==> src/design/fwna_pkg.sv <==
// ----------------------------------------------------------------------------
// Number formatter package
// Field widths, mode codes, character codes, the queued descriptor type and
// the helper functions for decimal conversion and digit selection.
// ----------------------------------------------------------------------------
`default_nettype none

package fwna_pkg;

    localparam int FUNC_W = 2;
    localparam int NUM_W  = 32;
    localparam int CNT_W  = 6;
    localparam int LINE_W = 3;
    localparam int SCOL_W = 5;
    localparam int CHAR_W = 7;
    localparam int COL_W  = 6;

    localparam int MAX_DIGITS_DEFAULT = 32;
    localparam int QUEUE_DEPTH        = 2;

    localparam int BCD_DIGITS    = 10;
    localparam int HEX_DIGITS    = NUM_W / 4;
    localparam int BITS_PER_STEP = 4;
    localparam int CONV_STEPS    = NUM_W / BITS_PER_STEP;
    localparam int ITER_W        = $clog2(CONV_STEPS);

    typedef enum logic [FUNC_W-1:0] {
        MODE_UDEC = 2'd0,
        MODE_SDEC = 2'd1,
        MODE_HEX  = 2'd2,
        MODE_BIN  = 2'd3
    } mode_t;

    localparam logic [CHAR_W-1:0] CH_ZERO  = 7'h30;
    localparam logic [CHAR_W-1:0] CH_A     = 7'h41;
    localparam logic [CHAR_W-1:0] CH_PLUS  = 7'h2B;
    localparam logic [CHAR_W-1:0] CH_MINUS = 7'h2D;

    typedef enum logic [1:0] {
        B_IDLE,
        B_CONV,
        B_SIGN,
        B_DIGIT
    } back_state_t;

    typedef logic [BCD_DIGITS-1:0][3:0] bcd_t;

    typedef struct packed {
        mode_t              mode;
        logic               neg;
        logic [NUM_W-1:0]   mag;
        logic [CNT_W-1:0]   count;
        logic [LINE_W-1:0]  line;
        logic [COL_W-1:0]   col;
    } desc_t;

    function automatic bcd_t dabble_step(input bcd_t b, input logic bit_in);
        bcd_t                    adj;
        logic [4*BCD_DIGITS:0]   shifted;
        adj = b;
        for (int k = 0; k < BCD_DIGITS; k++)
        begin
            if (adj[k] >= 4'd5)
            begin
                adj[k] = adj[k] + 4'd3;
            end
        end
        shifted = {adj, bit_in};
        return shifted[4*BCD_DIGITS-1:0];
    endfunction

    function automatic logic [CHAR_W-1:0] digit_char(
        input mode_t             mode,
        input logic [NUM_W-1:0]  value,
        input bcd_t              bcd,
        input logic [CNT_W-1:0]  place
    );
        logic [HEX_DIGITS-1:0][3:0] nibs;
        logic [3:0]                 d;
        logic [CHAR_W-1:0]          ch;
        nibs = value;
        d    = 4'd0;
        ch   = CH_ZERO;
        case (mode)
            MODE_HEX:
            begin
                if (place < CNT_W'(HEX_DIGITS))
                begin
                    d  = nibs[place[$clog2(HEX_DIGITS)-1:0]];
                    ch = (d < 4'd10) ? CH_ZERO + CHAR_W'(d) : CH_A + CHAR_W'(d - 4'd10);
                end
            end
            MODE_BIN:
            begin
                if (place < CNT_W'(NUM_W))
                begin
                    ch = CH_ZERO + CHAR_W'(value[place[$clog2(NUM_W)-1:0]]);
                end
            end
            default:
            begin
                if (place < CNT_W'(BCD_DIGITS))
                begin
                    ch = CH_ZERO + CHAR_W'(bcd[place[$clog2(BCD_DIGITS)-1:0]]);
                end
            end
        endcase
        return ch;
    endfunction

endpackage

`default_nettype wire

==> src/design/fwna_if.sv <==
// ----------------------------------------------------------------------------
// Number formatter channels
// Valid/ready channels for the number words and the character words.
// ----------------------------------------------------------------------------
`default_nettype none

interface fwna_item_if;
    import fwna_pkg::*;

    logic              valid;
    logic              ready;
    logic [FUNC_W-1:0] func;
    logic [NUM_W-1:0]  number;
    logic [CNT_W-1:0]  digit_count;
    logic [LINE_W-1:0] text_line;
    logic [SCOL_W-1:0] start_column;

    modport source (output valid, func, number, digit_count, text_line, start_column,
                    input ready);
    modport sink   (input valid, func, number, digit_count, text_line, start_column,
                    output ready);
endinterface

interface fwna_text_if;
    import fwna_pkg::*;

    logic              valid;
    logic              ready;
    logic [CHAR_W-1:0] char_code;
    logic [LINE_W-1:0] line_pos;
    logic [COL_W-1:0]  column_pos;
    logic              last_char;

    modport source (output valid, char_code, line_pos, column_pos, last_char,
                    input ready);
    modport sink   (input valid, char_code, line_pos, column_pos, last_char,
                    output ready);
endinterface

`default_nettype wire

==> src/design/fwna_front.sv <==
// ----------------------------------------------------------------------------
// Number formatter front end
// Accepts number words, saturates the digit count, takes the magnitude of
// signed values and pushes a descriptor into the queue.
// ----------------------------------------------------------------------------
`default_nettype none

module fwna_front #(
    parameter int MAX_DIGITS = fwna_pkg::MAX_DIGITS_DEFAULT
) (
    fwna_item_if.sink        item,
    input  wire logic        q_full,
    output logic             push,
    output fwna_pkg::desc_t  push_desc
);
    import fwna_pkg::*;

    logic [CNT_W-1:0] count_sat;
    logic             neg;

    assign item.ready = !q_full;
    assign push       = item.valid && !q_full;

    always_comb
    begin
        count_sat = (item.digit_count > CNT_W'(MAX_DIGITS)) ? CNT_W'(MAX_DIGITS)
                                                            : item.digit_count;
        neg = (mode_t'(item.func) == MODE_SDEC) && item.number[NUM_W-1];
        push_desc.mode  = mode_t'(item.func);
        push_desc.neg   = neg;
        push_desc.mag   = neg ? (NUM_W'(0) - item.number) : item.number;
        push_desc.count = count_sat;
        push_desc.line  = item.text_line;
        push_desc.col   = {1'b0, item.start_column};
    end

endmodule

`default_nettype wire

==> src/design/fwna_queue.sv <==
// ----------------------------------------------------------------------------
// Number formatter descriptor queue
// Short register FIFO between the front end and the character engine.
// ----------------------------------------------------------------------------
`default_nettype none

module fwna_queue #(
    parameter int DEPTH = fwna_pkg::QUEUE_DEPTH
) (
    input  wire logic             clk,
    input  wire logic             rst_n,
    input  wire logic             push,
    input  wire fwna_pkg::desc_t  push_desc,
    output logic                  full,
    input  wire logic             pop,
    output fwna_pkg::desc_t       pop_desc,
    output logic                  empty
);
    import fwna_pkg::*;

    localparam int PTR_W = (DEPTH > 1) ? $clog2(DEPTH) : 1;
    localparam int FILL_W = $clog2(DEPTH + 1);

    desc_t             entry_reg [DEPTH];
    logic [PTR_W-1:0]  wptr_reg, wptr_next;
    logic [PTR_W-1:0]  rptr_reg, rptr_next;
    logic [FILL_W-1:0] fill_reg, fill_next;
    logic              do_push, do_pop;

    assign full     = (fill_reg == FILL_W'(DEPTH));
    assign empty    = (fill_reg == '0);
    assign do_push  = push && !full;
    assign do_pop   = pop && !empty;
    assign pop_desc = entry_reg[rptr_reg];

    always_comb
    begin
        wptr_next = wptr_reg;
        rptr_next = rptr_reg;
        fill_next = fill_reg;
        if (do_push)
        begin
            wptr_next = (wptr_reg == PTR_W'(DEPTH - 1)) ? '0 : wptr_reg + PTR_W'(1);
        end
        if (do_pop)
        begin
            rptr_next = (rptr_reg == PTR_W'(DEPTH - 1)) ? '0 : rptr_reg + PTR_W'(1);
        end
        if (do_push && !do_pop)
        begin
            fill_next = fill_reg + FILL_W'(1);
        end
        else if (do_pop && !do_push)
        begin
            fill_next = fill_reg - FILL_W'(1);
        end
    end

    always_ff @(posedge clk or negedge rst_n)
    begin
        if (!rst_n)
        begin
            wptr_reg <= '0;
            rptr_reg <= '0;
            fill_reg <= '0;
        end
        else
        begin
            wptr_reg <= wptr_next;
            rptr_reg <= rptr_next;
            fill_reg <= fill_next;
        end
    end

    always_ff @(posedge clk)
    begin
        if (do_push)
        begin
            entry_reg[wptr_reg] <= push_desc;
        end
    end

endmodule

`default_nettype wire

==> src/design/fwna_back.sv <==
// ----------------------------------------------------------------------------
// Number formatter character engine
// Converts decimal magnitudes to BCD four bits a cycle, then emits the sign
// of signed decimal words and the digits through an output register.
// ----------------------------------------------------------------------------
`default_nettype none

module fwna_back (
    input  wire logic             clk,
    input  wire logic             rst_n,
    input  wire logic             q_empty,
    input  wire fwna_pkg::desc_t  q_desc,
    output logic                  pop,
    fwna_text_if.source           text
);
    import fwna_pkg::*;

    back_state_t        state_reg, state_next;
    mode_t              mode_reg, mode_next;
    logic               neg_reg, neg_next;
    logic [NUM_W-1:0]   mag_reg, mag_next;
    bcd_t               bcd_reg, bcd_next;
    logic [ITER_W-1:0]  iter_reg, iter_next;
    logic [CNT_W-1:0]   count_reg, count_next;
    logic [CNT_W-1:0]   place_reg, place_next;
    logic [LINE_W-1:0]  line_reg, line_next;
    logic [COL_W-1:0]   col_reg, col_next;

    logic               ov_reg, ov_next;
    logic [CHAR_W-1:0]  och_reg, och_next;
    logic [LINE_W-1:0]  oline_reg, oline_next;
    logic [COL_W-1:0]   ocol_reg, ocol_next;
    logic               olast_reg, olast_next;

    logic               load_ok;
    logic               is_dec;
    bcd_t               bcd_work;

    assign load_ok = !ov_reg || text.ready;
    assign pop     = (state_reg == B_IDLE) && !q_empty;
    assign is_dec  = (q_desc.mode == MODE_UDEC) || (q_desc.mode == MODE_SDEC);

    assign text.valid      = ov_reg;
    assign text.char_code  = och_reg;
    assign text.line_pos   = oline_reg;
    assign text.column_pos = ocol_reg;
    assign text.last_char  = olast_reg;

    always_comb
    begin
        state_next = state_reg;
        unique case (state_reg)
            B_IDLE:
            begin
                if (!q_empty)
                begin
                    if (is_dec)
                    begin
                        state_next = B_CONV;
                    end
                    else if (q_desc.count != '0)
                    begin
                        state_next = B_DIGIT;
                    end
                end
            end
            B_CONV:
            begin
                if (iter_reg == ITER_W'(CONV_STEPS - 1))
                begin
                    if (mode_reg == MODE_SDEC)
                    begin
                        state_next = B_SIGN;
                    end
                    else if (count_reg != '0)
                    begin
                        state_next = B_DIGIT;
                    end
                    else
                    begin
                        state_next = B_IDLE;
                    end
                end
            end
            B_SIGN:
            begin
                if (load_ok)
                begin
                    state_next = (count_reg == '0) ? B_IDLE : B_DIGIT;
                end
            end
            B_DIGIT:
            begin
                if (load_ok && (place_reg == '0))
                begin
                    state_next = B_IDLE;
                end
            end
            default:
            begin
                state_next = B_IDLE;
            end
        endcase
    end

    always_comb
    begin
        mode_next  = mode_reg;
        neg_next   = neg_reg;
        mag_next   = mag_reg;
        bcd_next   = bcd_reg;
        iter_next  = iter_reg;
        count_next = count_reg;
        place_next = place_reg;
        line_next  = line_reg;
        col_next   = col_reg;
        och_next   = och_reg;
        oline_next = oline_reg;
        ocol_next  = ocol_reg;
        olast_next = olast_reg;
        ov_next    = text.ready ? 1'b0 : ov_reg;
        bcd_work   = bcd_reg;
        unique case (state_reg)
            B_IDLE:
            begin
                if (!q_empty)
                begin
                    mode_next  = q_desc.mode;
                    neg_next   = q_desc.neg;
                    mag_next   = q_desc.mag;
                    bcd_next   = '0;
                    iter_next  = '0;
                    count_next = q_desc.count;
                    place_next = q_desc.count - CNT_W'(1);
                    line_next  = q_desc.line;
                    col_next   = q_desc.col;
                end
            end
            B_CONV:
            begin
                for (int s = 0; s < BITS_PER_STEP; s++)
                begin
                    bcd_work = dabble_step(bcd_work, mag_reg[NUM_W-1-s]);
                end
                bcd_next  = bcd_work;
                mag_next  = mag_reg << BITS_PER_STEP;
                iter_next = iter_reg + ITER_W'(1);
            end
            B_SIGN:
            begin
                if (load_ok)
                begin
                    ov_next    = 1'b1;
                    och_next   = neg_reg ? CH_MINUS : CH_PLUS;
                    oline_next = line_reg;
                    ocol_next  = col_reg;
                    olast_next = (count_reg == '0);
                    col_next   = col_reg + COL_W'(1);
                end
            end
            B_DIGIT:
            begin
                if (load_ok)
                begin
                    ov_next    = 1'b1;
                    och_next   = digit_char(mode_reg, mag_reg, bcd_reg, place_reg);
                    oline_next = line_reg;
                    ocol_next  = col_reg;
                    olast_next = (place_reg == '0);
                    col_next   = col_reg + COL_W'(1);
                    place_next = place_reg - CNT_W'(1);
                end
            end
            default:
            begin
                ov_next = ov_reg;
            end
        endcase
    end

    always_ff @(posedge clk or negedge rst_n)
    begin
        if (!rst_n)
        begin
            state_reg <= B_IDLE;
            ov_reg    <= 1'b0;
        end
        else
        begin
            state_reg <= state_next;
            ov_reg    <= ov_next;
        end
    end

    always_ff @(posedge clk)
    begin
        mode_reg  <= mode_next;
        neg_reg   <= neg_next;
        mag_reg   <= mag_next;
        bcd_reg   <= bcd_next;
        iter_reg  <= iter_next;
        count_reg <= count_next;
        place_reg <= place_next;
        line_reg  <= line_next;
        col_reg   <= col_next;
        och_reg   <= och_next;
        oline_reg <= oline_next;
        ocol_reg  <= ocol_next;
        olast_reg <= olast_next;
    end

endmodule

`default_nettype wire

==> src/design/fixed_width_number_to_ascii.sv <==
// ----------------------------------------------------------------------------
// Fixed-width number to ASCII formatter
// Turns a 32-bit number into a run of decimal, signed decimal, hex or binary
// characters, each tagged with its text line and column.
// ----------------------------------------------------------------------------
//  Channel | Direction | Word contents
//  item    | in        | func, number, digit_count, text_line, start_column
//  text    | out       | char_code, line_pos, column_pos, last_char
//
// A hex or binary word goes straight from idle to emitting digits in the
// character engine; a decimal word first runs the BCD conversion that shifts
// in four bits a cycle, and a signed decimal word then emits its sign.
// A two-entry descriptor queue lets new words be taken while a run is emitted.
// Reset clears the queue, the engine state and the output valid; no memory is
// swept. A text stall holds the output register and the sign and digit states.
// ----------------------------------------------------------------------------
`default_nettype none

module fixed_width_number_to_ascii #(
    parameter int MAX_DIGITS = fwna_pkg::MAX_DIGITS_DEFAULT
) (
    input  wire logic   clk,
    input  wire logic   rst_n,
    fwna_item_if.sink   item,
    fwna_text_if.source text
);
    import fwna_pkg::*;

    logic  push;
    desc_t push_desc;
    logic  q_full;
    logic  q_empty;
    logic  pop;
    desc_t q_desc;

    fwna_front #(
        .MAX_DIGITS (MAX_DIGITS)
    ) u_front (
        .item      (item),
        .q_full    (q_full),
        .push      (push),
        .push_desc (push_desc)
    );

    fwna_queue #(
        .DEPTH (QUEUE_DEPTH)
    ) u_queue (
        .clk       (clk),
        .rst_n     (rst_n),
        .push      (push),
        .push_desc (push_desc),
        .full      (q_full),
        .pop       (pop),
        .pop_desc  (q_desc),
        .empty     (q_empty)
    );

    fwna_back u_back (
        .clk     (clk),
        .rst_n   (rst_n),
        .q_empty (q_empty),
        .q_desc  (q_desc),
        .pop     (pop),
        .text    (text)
    );

endmodule

`default_nettype wire

==> src/flat_wrapper.sv <==
// flat-port wrapper written by rule: the top's interface ports become plain ports
module fixed_width_number_to_ascii_flat import fwna_pkg::*;
#(
    parameter int MAX_DIGITS = fwna_pkg::MAX_DIGITS_DEFAULT
)
  (clk, rst_n, item_valid, item_func, item_number, item_digit_count, item_text_line, item_start_column, item_ready, text_valid, text_char_code, text_line_pos, text_column_pos, text_last_char, text_ready);
  fwna_item_if item_i ();
  fwna_text_if text_i ();
  input  wire logic clk;
  input  wire logic rst_n;
  input wire logic [$bits(item_i.valid)-1:0] item_valid;
  input wire logic [$bits(item_i.func)-1:0] item_func;
  input wire logic [$bits(item_i.number)-1:0] item_number;
  input wire logic [$bits(item_i.digit_count)-1:0] item_digit_count;
  input wire logic [$bits(item_i.text_line)-1:0] item_text_line;
  input wire logic [$bits(item_i.start_column)-1:0] item_start_column;
  output wire logic [$bits(item_i.ready)-1:0] item_ready;
  output wire logic [$bits(text_i.valid)-1:0] text_valid;
  output wire logic [$bits(text_i.char_code)-1:0] text_char_code;
  output wire logic [$bits(text_i.line_pos)-1:0] text_line_pos;
  output wire logic [$bits(text_i.column_pos)-1:0] text_column_pos;
  output wire logic [$bits(text_i.last_char)-1:0] text_last_char;
  input wire logic [$bits(text_i.ready)-1:0] text_ready;
  assign item_i.valid = item_valid;
  assign item_i.func = item_func;
  assign item_i.number = item_number;
  assign item_i.digit_count = item_digit_count;
  assign item_i.text_line = item_text_line;
  assign item_i.start_column = item_start_column;
  assign item_ready = item_i.ready;
  assign text_valid = text_i.valid;
  assign text_char_code = text_i.char_code;
  assign text_line_pos = text_i.line_pos;
  assign text_column_pos = text_i.column_pos;
  assign text_last_char = text_i.last_char;
  assign text_i.ready = text_ready;
  fixed_width_number_to_ascii #(.MAX_DIGITS(MAX_DIGITS)) u_core (.clk(clk), .rst_n(rst_n), .item(item_i), .text(text_i));
endmodule
==> config.mk <==
export PLATFORM = sky130hd
export DESIGN_NAME = fixed_width_number_to_ascii_flat
export DESIGN_NICKNAME = d
export VERILOG_FILES = /design/src/design/fwna_pkg.sv /design/src/design/fwna_if.sv /design/src/design/fwna_front.sv /design/src/design/fwna_queue.sv /design/src/design/fwna_back.sv /design/src/design/fixed_width_number_to_ascii.sv /design/src/flat_wrapper.sv
export SDC_FILE = /design/constraint.sdc
export NUM_CORES = 1
export LEC_CHECK = 0
export BUFFER_PORTS_ARGS = -buffer_cell sky130_fd_sc_hd__buf_2
export CAP_MARGIN = 40
export CORE_MARGIN = 2
export CORE_UTILIZATION = 38
export DETAILED_ROUTE_END_ITERATION = 10
export SLEW_MARGIN = 20
export SYNTH_ARGS = -nofsm -noshare
export SYNTH_HDL_FRONTEND = slang
export SYNTH_SLANG_ARGS = --single-unit
==> constraint.sdc <==
create_clock -name clk -period 7.9 [get_ports clk]
set_clock_uncertainty 0.1 [all_clocks]
set_input_delay 1.58 -clock clk [delete_from_list [all_inputs] [get_ports clk]]
set_output_delay 1.58 -clock clk [all_outputs]
set_load 0.02 [all_outputs]
* After elaboration in Yosys (flattened, before gate mapping)
Memory sizes are Yosys's and may differ from the RTL's.
Index checks and enable logic that the tools add are counted.
** Storage, ports and cells
- Bits of input ports :: 52
- Register bits :: 123
- Output and inout port bits :: 19
- Memories :: 1
- RAM bits :: 98
** Memories
- u_core.u_queue.entry_reg :: depth 2, width 49, rd ports 1, clocked after Yosys merged registers in 0, write ports 1, line fwna_queue.sv:24 : desc_t entry_reg [DEPTH];
** Cells by class
- Eq/ne operators :: 17
- Bitwise operators :: 1
- Magnitude comparators :: 48
- Reductions and logical operators :: 35
- $add $sub $neg :: 54
- Multiplexer cells :: 121
** Operators with widths (count)
- two-way mux 4 bit :: 65
- >= comparator 4 x 3 -> 1 bit (second input constant) :: 40
- adder 4 x 2 -> 4 bit (second input constant) :: 36
- case mux 40 bit (2 select lines) :: 1
- two-way mux 32 bit :: 2
- case mux 32 bit (2 select lines) :: 1
- two-way mux 7 bit :: 6
- two-way mux 40 bit :: 1
- subtractor 1 x 32 -> 32 bit (first input constant) :: 1
- two-way mux 6 bit :: 5
- case mux 7 bit (2 select lines) :: 2
- two-way mux 3 bit :: 9
- case mux 6 bit (2 select lines) :: 2
- two-way mux 2 bit :: 11
- binary-select mux 4 bit (select 4 bit) :: 1
- adder 6 x 4 -> 7 bit (first input constant) :: 2
- adder 3 x 2 -> 3 bit (second input constant) :: 4
- binary-select mux 4 bit (select 3 bit) :: 1
- zero test 6 bit :: 2
- < comparator 6 x 4 -> 1 bit (second input constant) :: 2
- nonzero test 6 bit :: 2
- subtractor 6 x 1 -> 6 bit (second input constant) :: 2
- equality test 2 bit (second input constant) :: 5
- two-way mux 1 bit :: 10
- other kinds (33) :: 63

* Logic depth before layout (Yosys ltp)
- Word-level depth :: 12
- Gate-level depth with buffers :: 18

* Cells and area by module
A second synthesis with hierarchy kept.
** Unflattened totals
- Cell total of the unflattened synthesis :: 1464
- Area, all modules :: 15561.2 um^2
** Modules (own cells, without submodules)
- fwna_back :: times used 1, cells an instance 1164, area an instance 10622.7 um^2
- fwna_queue :: times used 1, cells an instance 175, area an instance 4057.6 um^2
- fwna_front :: times used 1, cells an instance 125, area an instance 880.8 um^2

* Worst setup path after synthesis
Ideal clock, no wire load.
- Path kind :: register to register
- From :: register u_core.u_back.state_reg[1]
- To :: register u_core.u_back.bcd_reg[0] (netlist name) (enable)
- Setup slack :: 2744 ps
- Data required time :: 7267 ps
- Period minus slack after synthesis :: 5156 ps
- Arrival time :: 4523 ps
- Cell stages (with the launch flop) :: 5
- Setup time :: 533 ps
- Cell sequence :: dfrtp_1 > clkbuf_1 > clkbuf_1 > clkbuf_1 > a21oi_1
** On the way
- Cells in the longest elaborated chain, start to end :: 3
- Elaborated cells between the ends (all ways) :: 5
** RTL lines
- start, declared :: line fwna_back.sv:18 : back_state_t state_reg, state_next;
- start signal, assigned :: line fwna_back.sv:190 : state_reg <= state_next;
- equality test 2 x 1 -> 1 bit or zero test 2 bit (tied branches) :: line fwna_back.sv:123 : unique case (state_reg)
- nonzero test 2 bit (no line) or inequality test 2 bit (tied branches)
- AND reduction 2 bit (no line) (*)
- end signal, assigned :: line fwna_back.sv:200 : bcd_reg <= bcd_next;
- end, declared :: line fwna_back.sv:22 : bcd_t bcd_reg, bcd_next;
Every way passes the cells marked *; elsewhere a longest branch is shown, timed or not.
A chain may end at the register's enable or synchronous reset.

* Final worst setup path
- From :: register u_core.u_back.bcd_reg[28] (netlist name)
- To :: register u_core.u_back.bcd_reg[38] (netlist name) (data pin)
** On the way
- Cells in the longest elaborated chain, start to end :: 12
- Elaborated cells between the ends (all ways) :: 24
** RTL lines
- adder 4 x 2 -> 4 bit or >= comparator 4 x 3 -> 1 bit (tied branches) :: line fwna_pkg.sv:65, fwna_pkg.sv:63
- two-way mux 4 bit (*) :: line fwna_pkg.sv:63 : if (adj[k] >= 4'd5)
- two-way mux 4 bit (*) :: line fwna_back.sv:123
- adder 4 x 2 -> 4 bit or >= comparator 4 x 3 -> 1 bit (tied branches) :: line fwna_pkg.sv:65, fwna_pkg.sv:63
- two-way mux 4 bit :: line fwna_pkg.sv:63
- two-way mux 4 bit :: line fwna_back.sv:123
- adder 4 x 2 -> 4 bit (tied with other cells) :: line fwna_pkg.sv:65 : adj[k] = adj[k] + 4'd3;
- two-way mux 4 bit or two-way mux 3 bit (tied branches) :: line fwna_pkg.sv:63
- two-way mux 4 bit or two-way mux 3 bit (tied branches) :: line fwna_back.sv:123
- >= comparator 4 x 3 -> 1 bit or adder 3 x 2 -> 3 bit (tied branches) :: line fwna_pkg.sv:63, fwna_pkg.sv:65
- two-way mux 3 bit (*) :: line fwna_pkg.sv:63
- case mux 40 bit (2 select lines) (*) :: line fwna_back.sv:123
Every way passes the cells marked *; elsewhere a longest branch is shown, timed or not. The select of a mux whose other input is x is not followed.

==> results.cfg <==
[logic_synthesis]
ys_seq_area_share_pct = 44.2
yosys_warnings = 0
synth-edff-count = 214
syn_nets = 1565
syn_area_per_cell_sq_um = 10.1
ys.flop_type = edfxtp_1
synth_area_sq_um = 14900
synthesis.instances = 1471
async_flop_share_pct = 3.17
ys_types = 93
synth_seq_cells = 221

[cts]
clock_latency_ns = 0.53
clock-sinks = 221
clockBufferDepth = 3
cts_inserted_buffers = 25
ctsResizeCount = 0
ctsHoldBuffers = 0
clk_pin_slew_ns = 0.06
postCtsSetupRepairBufs = 0
cts_tree = done
cts_root_buf = clkbuf_16
htreeDepth = 1

[floorplanning]
num_rows = 72
die_area_sq_um = 40900
die_y_microns = 202
start_util_pct = 38.5
die_w_microns = 202
core_area_sq_um = 38700
pin_count = 71

[global_route]
grt_pass1_vias = 10800
grt_pass1_wl_microns = 55500
grtUsageTotal_pct = 16.3
grt_max_degree = 62
grt_util_met3_pct = 1.76
grt.busiest_layer = met2
overflow = 0
grt_use_met2_pct = 27.1
grt_util_met1_pct = 23.0
antenna_found_initial = 0

[timing]
setup_viol = 0
rsz0062_at_grt = no
relSlewSlack_pct = 46.1
worst_slew_pin_slew_ns = 0.803
finalHoldViolCount = 0
min_period_ns = 4.19
post-route-period-util_pct = 53.0
drv_slew = 0
max_freq_ghz = 0.239
finalSetupTns_ns = 0

[run]
cap_violations = 0

[min_path]
holdCritPathClass = flip-flop to flip-flop

[finish]
syn_to_final_growth_pct = 11.4
final_common_cell = edfxtp_1
multi_input_area_sq_um = 7880
largest_register_ff_count = 98
regArea_sq_um = 6600
final_cell_mix = edfxtp_1 (214), nor2_1 (146), nand2_1 (118), a21oi_1 (108), o21ai_0 (85)
nets = 1610
drive_gt1_share_pct = 14.3
nFillCells = 3703
diodes = 0
design_area_sq_um = 16600

[place]
dpl_cell_area_sq_um = 15800
dp_hpwl_microns = 24300
gp_congestion = 0.886
portBuffers = 70

[routing]
vias_per_cell = 5.59
num_vias = 11500
dr.pass1.iters = 5
drc = 0
drt_iter0_drc = 848
routed_wl_microns = 33600
wl_per_cell_microns = 16.4
antenna_left = 0

[worst_setup_path]
critPathKind = flip-flop to flip-flop
critPathLaunch = u_core.u_back.bcd_reg[28]$_SDFFCE_PN0P_
crit_fanout = 9
reg2regPathDepth = 15
r2r_end = u_core.u_back.bcd_reg[38]$_SDFFCE_PN0P_
worst_ep_arrival_time_ns = 4.38
r2r-start = u_core.u_back.bcd_reg[28]$_SDFFCE_PN0P_
required_ns = 8.09
end_kind = flip-flop
cp-endpoint = u_core.u_back.bcd_reg[38]$_SDFFCE_PN0P_
r2r_slack_ns = 3.71
cp-start-kind = flip-flop

[status]
status = finished clean
[per-layer routing]
layer	vias up	part of all wire, %
li1	5684	-
met1	5458	48
met2	275	47
met3	46	3.7
met4	0	1.7
met5	-	0
[worst min path at each step]
stage / startpoint / end / depth (start not counted)
after floorplan: u_core.u_back.line_reg[0]$_DFFE_PP_ / u_core.u_back.text.line_pos[0]$_DFFE_PP_ / 0
after global placement: u_core.u_back.line_reg[0]$_DFFE_PP_ / u_core.u_back.text.line_pos[0]$_DFFE_PP_ / 0
after detailed placement: u_core.u_back.line_reg[1]$_DFFE_PP_ / u_core.u_back.text.line_pos[1]$_DFFE_PP_ / 0
after CTS: u_core.u_back.line_reg[2]$_DFFE_PP_ / u_core.u_back.text.line_pos[2]$_DFFE_PP_ / 0
after global routing: u_core.u_back.line_reg[1]$_DFFE_PP_ / u_core.u_back.text.line_pos[1]$_DFFE_PP_ / 0
final: u_core.u_back.line_reg[2]$_DFFE_PP_ / u_core.u_back.text.line_pos[2]$_DFFE_PP_ / 0
[critical path, cell delays in order, from the launching register on]
cell	delay (ns)
edfxtp_1	0.51
inv_1	0.16
ha_1	0.24
and2b_1	0.26
nor3_1	0.10
a21oi_1	0.56
a21oi_1	0.21
xnor2_1	0.37
ha_1	0.23
o21bai_1	0.07
a22o_1	0.23
ha_1	0.24
nor2b_1	0.14
o221ai_1	0.26
nor2_1	0.08
o21a_1	0.19
[synthesized netlist by cell type, types with 5 or more instances]
library cell	count	share of area [%]
buf_1	7	0.18
dfrtp_1	7	1.2
clkbuf_1	42	1.1
mux2_2	19	1.4
xor2_1	24	1.4
a21o_1	15	0.75
nor4_1	14	0.59
a22oi_1	9	0.45
xnor2_1	35	2.1
and3_1	7	0.29
a32oi_1	5	0.29
maj3_1	5	0.34
or3_1	16	0.67
mux4_2	26	3.9
nor3_1	37	1.2
nor3b_1	5	0.25
o21a_1	13	0.65
o211ai_1	18	0.91
a22o_1	5	0.29
and2_1	22	0.92
a31oi_1	18	0.75
a21boi_0	6	0.30
nor2_1	148	3.7
buf_2	14	0.47
a211o_1	7	0.41
edfxtp_1	214	43
a221oi_2	7	0.70
a21oi_1	109	3.7
inv_1	54	1.4
or2_2	5	0.21
nor2b_1	18	0.75
nand4_1	5	0.21
a221oi_1	5	0.29
o21ai_1	9	0.30
nand3_1	33	1.1
mux2i_1	72	4.8
nand2_1	118	3.0
nand2b_1	30	1.3
a211oi_1	13	0.65
o22ai_1	12	0.50
a311oi_1	5	0.29
o31ai_1	13	0.65
ha_1	42	3.5
o21ai_0	85	2.8
[kinds of logic (layout without fill, tap and decap cells)]
logic type | count (synthesis) | in the layout | synth area share [%]
AND/OR/NAND/NOR | 488 | 488 | 15.9
AO/OA/AOI/OAI | 413 | 413 | 18.6
flip-flops | 221 | 221 | 44.2
multiplexers | 122 | 122 | 10.7
buffers and inverters | 120 | 182 | 3.21
XOR/XNOR | 60 | 60 | 3.57
adder cells (fa/ha/maj) | 47 | 47 | 3.86
[per-stage QoR]
| stage | setup WS [ns] | cells | utilization [%] | hold slack [ns] |
|---|---|---|---|---|
| detailed placement | 3.74 | 2007 | 40.8 | 0.308 |
| global placement | 3.63 | 2004 | 40.7 | 0.303 |
| floorplan | 2.74 | 1471 | - | 0.300 |
| CTS | 3.76 | 2051 | 42.9 | 0.334 |
| global route | 3.30 | 2051 | 42.9 | 0.348 |
| finish | 3.71 | 2051 | 42.9 | 0.331 |
[final cells by class]
class	count	share of cell area, %
inverter	55	1.24
timing repair buffer	83	2.93
clock inverter	16	1.06
clock buffer	28	3.83
sequential	221	39.7
tap	518	3.90
multi-input combinational	1130	47.4
Power is left out: the tool's default activity adds up to more than one toggle a clock period on the data nets, which glitch-free logic cannot reach.
